## config.mk

```make
export PLATFORM = sky130hd
export DESIGN_NAME = button_debounce_hold_timer
export DESIGN_NICKNAME = d
export VERILOG_FILES = /design/src/design/bdh_pkg.sv /design/src/design/bdh_button.sv /design/src/design/button_debounce_hold_timer.sv
export SDC_FILE = /design/constraint.sdc
export NUM_CORES = 1
export LEC_CHECK = 0
export CAP_MARGIN = 20
export CORE_MARGIN = 4
export CORE_UTILIZATION = 35
export CTS_CLUSTER_SIZE = 28
export DETAILED_ROUTE_END_ITERATION = 12
export DONT_BUFFER_PORTS = 1
export GPL_TIMING_DRIVEN = 0
export PLACE_DENSITY = 0.56
export SETUP_SLACK_MARGIN = 0.4
export SYNTH_ARGS = -nofsm -noshare
export SYNTH_HDL_FRONTEND = slang
export SYNTH_SLANG_ARGS = --single-unit
```

## constraint.sdc

```tcl
create_clock -name clk -period 5.7 [get_ports clk]
set_input_delay 1.14 -clock clk [delete_from_list [all_inputs] [get_ports clk]]
set_output_delay 1.14 -clock clk [all_outputs]
set_load 0.03 [all_outputs]
```

## src/design/bdh_pkg.sv

```systemverilog
// Package: shared word types, event codes and the lockout reset constant of the debounce block.
`timescale 1ns / 1ps

package bdh_pkg;

	localparam logic [1:0] EV_NONE    = 2'd0;
	localparam logic [1:0] EV_PRESS   = 2'd1;
	localparam logic [1:0] EV_RELEASE = 2'd2;
	localparam logic [1:0] EV_HOLD    = 2'd3;

	localparam logic [15:0] LOCKOUT_RESET = 16'd50;

	typedef struct packed {
		logic [31:0]        now_ms;
		logic signed [31:0] encoder_count;
		logic               level_a;
		logic               level_sw;
	} poll_word_t;

	typedef struct packed {
		logic signed [31:0] encoder_delta;
		logic [1:0]         event_a;
		logic [31:0]        held_ms_a;
		logic [1:0]         event_sw;
		logic [31:0]        held_ms_sw;
	} result_word_t;

	typedef struct packed {
		logic [1:0]  ev;
		logic [31:0] held_ms;
	} btn_result_t;

endpackage

```

## src/design/bdh_button.sv

```systemverilog
// One debounced button: lockout check, press tracking and event generation.
`timescale 1ns / 1ps

module bdh_button (
	input  logic                 clk,
	input  logic                 arst_n,
	input  logic                 advance,
	input  logic [31:0]          now_ms,
	input  logic                 level,
	input  logic [15:0]          lockout_ms,
	output bdh_pkg::btn_result_t result
);

	logic        accepted_level_q;
	logic [31:0] change_time_q;
	logic        pressed_q;
	logic [31:0] press_start_q;

	logic [31:0] since_change;
	logic [31:0] since_press;
	logic        take_change;

	assign since_change = now_ms - change_time_q;
	assign since_press  = now_ms - press_start_q;
	assign take_change  = (level != accepted_level_q) &&
	                      (since_change > {16'd0, lockout_ms});

	always_comb begin
		result.ev      = bdh_pkg::EV_NONE;
		result.held_ms = 32'd0;
		if (take_change) begin
			if (!level && !pressed_q) begin
				result.ev = bdh_pkg::EV_PRESS;
			end else if (level && pressed_q) begin
				result.ev      = bdh_pkg::EV_RELEASE;
				result.held_ms = since_press;
			end
		end else if (pressed_q) begin
			result.ev      = bdh_pkg::EV_HOLD;
			result.held_ms = since_press;
		end
	end

	always_ff @(posedge clk or negedge arst_n) begin
		if (!arst_n) begin
			accepted_level_q <= 1'b1;
			change_time_q    <= 32'd0;
			pressed_q        <= 1'b0;
			press_start_q    <= 32'd0;
		end else if (advance && take_change) begin
			change_time_q    <= now_ms;
			accepted_level_q <= level;
			if (!level && !pressed_q) begin
				pressed_q     <= 1'b1;
				press_start_q <= now_ms;
			end else if (level && pressed_q) begin
				pressed_q <= 1'b0;
			end
		end
	end

endmodule

```

## src/design/button_debounce_hold_timer.sv

```systemverilog
// Top level: poll input register, encoder delta, two debounced buttons, result register.
`timescale 1ns / 1ps

// Usage
//   poll channel   (poll_valid / poll_ready / poll): one word per sampling tick,
//                  carrying the millisecond timestamp, encoder count and the two
//                  active-low raw button levels.
//   result channel (result_valid / result_ready / result): exactly one word per
//                  poll, in order: encoder delta plus an event and held time for
//                  button A and for the encoder switch.
//   cfg_we / cfg_wdata: write lockout_ms (reset value 50); write only while idle.
// Path: a poll waits in the input register and moves into the result register once that is free.
// Throughput: one poll per cycle while result_ready stays high; set by the input register feeding
// the single compare/subtract stage in front of the result register.
// Reset: all debounce state returns to released, change and press times to 0,
// previous count to 0; the lockout also covers the first polls after reset.
// Stall: while result_ready is low the result register holds its word and the
// input register can still take one more poll; poll_ready drops only when both
// registers hold words.

module button_debounce_hold_timer (
	input  logic                  clk,
	input  logic                  arst_n,
	input  logic                  poll_valid,
	output logic                  poll_ready,
	input  bdh_pkg::poll_word_t   poll,
	output logic                  result_valid,
	input  logic                  result_ready,
	output bdh_pkg::result_word_t result,
	input  logic                  cfg_we,
	input  logic [15:0]           cfg_wdata
);

	logic                  valid_s1;
	bdh_pkg::poll_word_t   poll_s1;
	logic                  valid_s2;
	bdh_pkg::result_word_t result_s2;

	logic [15:0]        lockout_q;
	logic signed [31:0] prev_count_q;

	logic                 advance;
	bdh_pkg::btn_result_t res_a;
	bdh_pkg::btn_result_t res_sw;

	// Move the stage-1 word into the result register when that slot frees up.
	assign advance    = valid_s1 && (!valid_s2 || result_ready);
	assign poll_ready = !valid_s1 || advance;

	assign result_valid = valid_s2;
	assign result       = result_s2;

	always_ff @(posedge clk or negedge arst_n) begin
		if (!arst_n) begin
			lockout_q <= bdh_pkg::LOCKOUT_RESET;
		end else if (cfg_we) begin
			lockout_q <= cfg_wdata;
		end
	end

	// Input register: hold the poll until it advances.
	always_ff @(posedge clk or negedge arst_n) begin
		if (!arst_n) begin
			valid_s1 <= 1'b0;
		end else if (poll_ready) begin
			valid_s1 <= poll_valid;
		end
	end

	always_ff @(posedge clk) begin
		if (poll_ready && poll_valid) begin
			poll_s1 <= poll;
		end
	end

	bdh_button u_btn_a (
		.clk        (clk),
		.arst_n     (arst_n),
		.advance    (advance),
		.now_ms     (poll_s1.now_ms),
		.level      (poll_s1.level_a),
		.lockout_ms (lockout_q),
		.result     (res_a)
	);

	bdh_button u_btn_sw (
		.clk        (clk),
		.arst_n     (arst_n),
		.advance    (advance),
		.now_ms     (poll_s1.now_ms),
		.level      (poll_s1.level_sw),
		.lockout_ms (lockout_q),
		.result     (res_sw)
	);

	// Previous encoder count advances together with the button state.
	always_ff @(posedge clk or negedge arst_n) begin
		if (!arst_n) begin
			prev_count_q <= 32'sd0;
		end else if (advance) begin
			prev_count_q <= poll_s1.encoder_count;
		end
	end

	// Result register: drop the word once taken, load when stage 1 advances.
	always_ff @(posedge clk or negedge arst_n) begin
		if (!arst_n) begin
			valid_s2 <= 1'b0;
		end else if (advance) begin
			valid_s2 <= 1'b1;
		end else if (result_ready) begin
			valid_s2 <= 1'b0;
		end
	end

	always_ff @(posedge clk) begin
		if (advance) begin
			result_s2.encoder_delta <= poll_s1.encoder_count - prev_count_q;
			result_s2.event_a       <= res_a.ev;
			result_s2.held_ms_a     <= res_a.held_ms;
			result_s2.event_sw      <= res_sw.ev;
			result_s2.held_ms_sw    <= res_sw.held_ms;
		end
	end

endmodule

```

Yosys cells after proc, flatten, opt, wreduce, memory -nomap -nowiden
Cells that the tools add are included.

Register bits after elaboration: 348. Output and inout bits: 102.

Add/subtract/negate cells: 5. $lt $le $gt $ge: 2. Eq/ne operators: 2. Mux-type cells: 16. Reductions and logical operators: 25.

Operators by type and width (count): $mux 34 (6); $sub 32x32->32 (5); $gt 32x16->1 (2); $mux 32 (2); $logic_and 1x1->1 (10); $reduce_and 2->1 (4); $logic_not 1->1 (6); $mux 1 (6); $reduce_bool 2->1 (3); $mux 2 (2); $logic_or 1x1->1 (2); $ne 1x1->1 (2).

Longest topological paths before layout
Word-level depth: 5. Depth in mapped cells: 23. Gate-level depth less buffers: 21.

Cells and area by module
From an unflattened synthesis, not the netlist that was laid out.

Cells, all modules: 2178. Area, all modules: 22262.6 um^2.

Modules (own cells, without submodules): button_debounce_hold_timer (times used 1, cells each 576, area an instance 8588.2 um^2, sequential area each 6239.7 um^2); bdh_button at u_btn_a (times used 1, cells each 810, area an instance 6892.9 um^2, sequential area each 1652.8 um^2); bdh_button at u_btn_sw (times used 1, cells each 792, area an instance 6781.5 um^2, sequential area each 1652.8 um^2).

Least setup slack after synthesis
OpenSTA, ideal clock, no wires.

Path kind: register -> register. From: reg poll_s1[35] (netlist bit). To: reg result_s2 (netlist bit result[37]), data pin. Arrival: 4.653 ns. Required time: 5.424 ns. Setup slack: 0.771 ns. Cell stages (with the launch flop): 22. Buffers on the path: 2. Cell sequence: edfxtp_1 inv_1 fa_1 nor2b_1 o31a_1 nor4_2 o21ba_2 o311ai_1 xor2_1 ha_1 nand2_1 nor2_1 a211oi_1 o21ai_0 o2bb2ai_1 a2111oi_0 nand4_1 nor4_4 or4b_1 clkbuf_1 buf_2 a21boi_0.

RTL lines: from (decl) (line button_debounce_hold_timer.sv:35) `bdh_pkg::poll_word_t poll_s1;`; from (signal assigned) (line button_debounce_hold_timer.sv:72) `poll_s1 <= poll;`; to (decl) (line button_debounce_hold_timer.sv:37) `bdh_pkg::result_word_t result_s2;`.

==> reports/qor.txt <==
FINAL LAYOUT
------------------------------------------------------------------------------------------
Total number of nets in the final design ....................................         2463
Area growth from synthesis to layout ........................................       15.12%
Count of fill cells added during filler insertion ...........................         5830
Share of cells above drive strength 1 .......................................       0.1320

TIMING
------------------------------------------------------------------------------------------
Top achievable clock speed ..................................................   0.1943 GHz
Slew Limit Fails ............................................................            0
Final number of setup-violating endpoints ...................................            0
Worst Skew ..................................................................   0.02654 ns
Hold WS .....................................................................    0.2903 ns
Final worst setup slack .....................................................    0.5536 ns
Final critical path time including I/O delays and setup .....................     5.146 ns
Relative max-transition margin ..............................................       0.5109
Number of hold violations in the final report ...............................            0
Worst Tran Pin Value ........................................................    0.7285 ns
Final period util ...........................................................       0.9029
Setup repair after global routing missed its margin .........................          yes

SYNTHESIS
------------------------------------------------------------------------------------------
Count of warnings emitted by yosys ..........................................            0
Post-synthesis instance area ................................................   21640 um^2
Mean instance size in the synthesized netlist ...............................   10.32 um^2
Number of synthesized register bits .........................................          348
Syn nets ....................................................................         2383
Number of synthesized flops with an enable pin ..............................          166
Number of instances in the synthesized netlist ..............................         2098
Yosys top cell area share ...................................................       0.2303
Cell type with the highest aggregate area in the netlist .................... sky130_fd_sc_hd__edfxtp_1
List of most frequent post-synthesis cells .................................. sky130_fd_sc_hd__inv_1, sky130_fd_sc_hd__ha_1, sky130_fd_sc_hd__dfrtp_1
Async set-or-reset flop fraction in the synthesized netlist .................       0.5230
Seq/Total Area, Yosys .......................................................       0.4410
Top cells by area, synth .................................................... sky130_fd_sc_hd__edfxtp_1, sky130_fd_sc_hd__dfrtp_1, sky130_fd_sc_hd__ha_1, sky130_fd_sc_hd__a21oi_1, sky130_fd_sc_hd__mux2_2
Dominant synthesized flop cell .............................................. sky130_fd_sc_hd__dfrtp_1
Distinct cell type count after synthesis ....................................           88
Cell with the most instances after synthesis ................................ sky130_fd_sc_hd__inv_1

ROUTING
------------------------------------------------------------------------------------------
Number of detailed-routing iterations run before antenna repair .............            5
DRC viols ...................................................................            0
Total number of vias ........................................................        15870
Vias/cell ...................................................................        5.296
Wire per inst ...............................................................     18.91 um
Wirelength, routed ..........................................................     56670 um
Routed Antenna Nets .........................................................            0
Initial detailed-routing violation count ....................................          907

HOLD PATH
------------------------------------------------------------------------------------------
Class of the tightest hold or removal check ................................. input pin to async pin

CTS
------------------------------------------------------------------------------------------
Clock edge transition at the registers on the reported setup and hold paths .      0.06 ns
Quantity of hold-fixing buffers added after cts .............................            0
Root buffer selected by CTS ................................................. sky130_fd_sc_hd__clkbuf_16
Count of H-tree levels built during CTS .....................................            2
Clock tree from TritonCTS ...................................................         done
Clock latency reported for the late side of the worst-skew pair .............      0.58 ns
Inserted Clock Buffers ......................................................           42
CTS Sinks ...................................................................          348
Bufs on Longest Clock Path ..................................................            3

FLOORPLAN
------------------------------------------------------------------------------------------
Area of the die .............................................................   65880 um^2
Top-level port count ........................................................          189
Starting density of the core ................................................       0.3559
Vertical extent of the die ..................................................     256.7 um
Placeable Area ..............................................................   60810 um^2
Num rows ....................................................................           90
Width of the die ............................................................     256.7 um

GLOBAL ROUTE
------------------------------------------------------------------------------------------
GR Util All Layers ..........................................................       0.1672
Wire length of the first global-routing pass ................................     88460 um
Antenna violations before repair ............................................            4
Grt ovf .....................................................................            0
Vias in the first global route ..............................................        15790
Largest net degree at the start of global routing ...........................          183

POWER AND IR DROP
------------------------------------------------------------------------------------------
Power per cell area ......................................................... 529.2 nW/um^2
Leakage power ...............................................................     10.64 nW
Worst supply voltage drop on vdd ............................................    0.2173 mV

PLACED DESIGN
------------------------------------------------------------------------------------------
Setup slack after placement .................................................    -1.453 ns
DP Wirelength ...............................................................     43070 um
Final weighted congestion in routability-driven placement ...................       0.8909
Buffers on Ports ............................................................            0

STATUS
------------------------------------------------------------------------------------------
Status ...................................................................... complete, no violations

SETUP PATH
------------------------------------------------------------------------------------------
Max FO, Critical Path .......................................................           10
Endpoint kind of the worst setup timing path ................................     register
Type of the setup path with the least slack ................................. register to register
Required time of the critical path ..........................................      6.00 ns
Critical path data arrival time .............................................      5.45 ns
Startpoint kind of the worst setup timing path ..............................     register

FLOW RUN
------------------------------------------------------------------------------------------
Maximum Capacitance Violations ..............................................            0

==> state kept, by name, indices dropped and copies added (netlist names) <==
| signal | flops |
|---|---|
| result_valid | 1 |
| u_btn_sw.press_start_q | 32 |
| u_btn_a.accepted_level_q | 1 |
| valid_s1 | 1 |
| u_btn_sw.pressed_q | 1 |
| lockout_q | 16 |
| u_btn_sw.change_time_q | 32 |
| poll_s1 | 66 |
| prev_count_q | 32 |
| u_btn_sw.accepted_level_q | 1 |
| u_btn_a.pressed_q | 1 |
| u_btn_a.change_time_q | 32 |
| u_btn_a.press_start_q | 32 |
| result | 100 |
==> area by class of cell <==
type                            count  area, um^2  share of cell area
Clock buffer                       56        1144             0.04590
Multi-Input combinational cell   1483       11330              0.4548
Tap cell                          782       978.4             0.03927
Inverter                          209       788.3             0.03164
Clock inverter                     22       384.1             0.01542
Antenna cell                        3       7.507           0.0003013
Buffer                             58       404.1             0.01622
Sequential cell                   348        9545              0.3831
Timing Repair Buffer               36       334.1             0.01341
==> layer usage <==
layer	global-route usage	up-vias	share of wire
met5	0	-	0
met4	0.04379	0	0.024
met3	0.02487	76	0.035
met2	0.2834	295	0.48
met1	0.2247	7743	0.46
li1	-	7757	-
==> kinds of logic after synthesis <==
group           after synthesis  synth area share
flops                       348            0.4410
simple gates                484            0.1098
compound gates              544            0.1590
buf+inv                     267           0.04943
fa+ha+maj                   198            0.1162
mux                         138           0.07637
xor+xnor                    119           0.04816
==> what timing repair did <==
action / CTS / global route
cloned: 0 / 0
resized for setup: 48 / 68
endpoints found under the setup margin: 199 / 197
buffers inserted: 18 / 16
pin swaps: 9 / 12
==> final timing paths <==
check | startpoint | endpoint | slack, ns | depth (start not counted)
max | poll_s1[34] | result[49] | 0.55 | 24
min | arst_n | lockout_q[15] | 0.29 | 0
max reg2reg | poll_s1[34] | result[49] | 0.55 | 24
min reg2reg | poll_s1[5] | prev_count_q[3] | 0.48 | 2
max in group asynchronous | arst_n | u_btn_a.press_start_q[9] | 5.04 | 0
min in group clk | poll_s1[5] | prev_count_q[3] | 0.48 | 2
==> worst max-delay path: stages, from the launching register on <==
cell	delay [ns]
sky130_fd_sc_hd__edfxtp_1	0.44
sky130_fd_sc_hd__inv_2	0.14
sky130_fd_sc_hd__ha_1	0.23
sky130_fd_sc_hd__fa_2	0.25
sky130_fd_sc_hd__nor2b_2	0.05
sky130_fd_sc_hd__o31a_1	0.33
sky130_fd_sc_hd__nor4_4	0.20
sky130_fd_sc_hd__o21ba_2	0.25
sky130_fd_sc_hd__o21bai_1	0.08
sky130_fd_sc_hd__a21oi_1	0.18
sky130_fd_sc_hd__xnor2_1	0.16
sky130_fd_sc_hd__ha_1	0.28
sky130_fd_sc_hd__o21ai_1	0.15
sky130_fd_sc_hd__o22ai_1	0.11
sky130_fd_sc_hd__a211oi_2	0.23
sky130_fd_sc_hd__o21ai_1	0.11
sky130_fd_sc_hd__o2bb2ai_1	0.15
sky130_fd_sc_hd__a2111oi_2	0.40
sky130_fd_sc_hd__nand4_1	0.14
sky130_fd_sc_hd__buf_4	0.19
sky130_fd_sc_hd__nor4_4	0.19
sky130_fd_sc_hd__or4b_4	0.20
sky130_fd_sc_hd__buf_8	0.15
sky130_fd_sc_hd__buf_12	0.18
sky130_fd_sc_hd__a21oi_4	0.08
==> where the power goes <==
part,internal (mW),switching [mW]
logic,2.67,3.43
registers,3.43,0.707
clock network,1.84,1.11
total,7.93,5.25
==> stage by stage <==
stage	instances	setup TNS, ns	instance area (um^2)	total power [mW]	utilization
5_1_grt	2997	0	24920	14.22	0.4098
3_5_place_dp	2882	-136.67	22680	9.966	0.3730
6_report	2997	0	24920	13.18	0.4098
4_1_cts	2978	0	24540	13.13	0.4035
3_3_place_gp	2880	-221.95	22620	9.839	0.3720
2_1_floorplan	2098	0	21640	8.634	-
==> cell usage in the layout, fill, tap and decap left out, types with 42 or more instances in the layout <==
cell type and instances:
sky130_fd_sc_hd__xor2_1 45, sky130_fd_sc_hd__a21oi_1 146, sky130_fd_sc_hd__mux2_2 72, sky130_fd_sc_hd__a21o_1 59, sky130_fd_sc_hd__dfrtp_1 177, sky130_fd_sc_hd__clkbuf_16 42, sky130_fd_sc_hd__nor2_1 128, sky130_fd_sc_hd__edfxtp_1 166
sky130_fd_sc_hd__nand2_1 143, sky130_fd_sc_hd__xnor2_1 74, sky130_fd_sc_hd__clkbuf_1 42, sky130_fd_sc_hd__ha_1 192, sky130_fd_sc_hd__o21ai_0 125, sky130_fd_sc_hd__inv_1 206
Note: power is estimated with default switching activity, not from simulation.
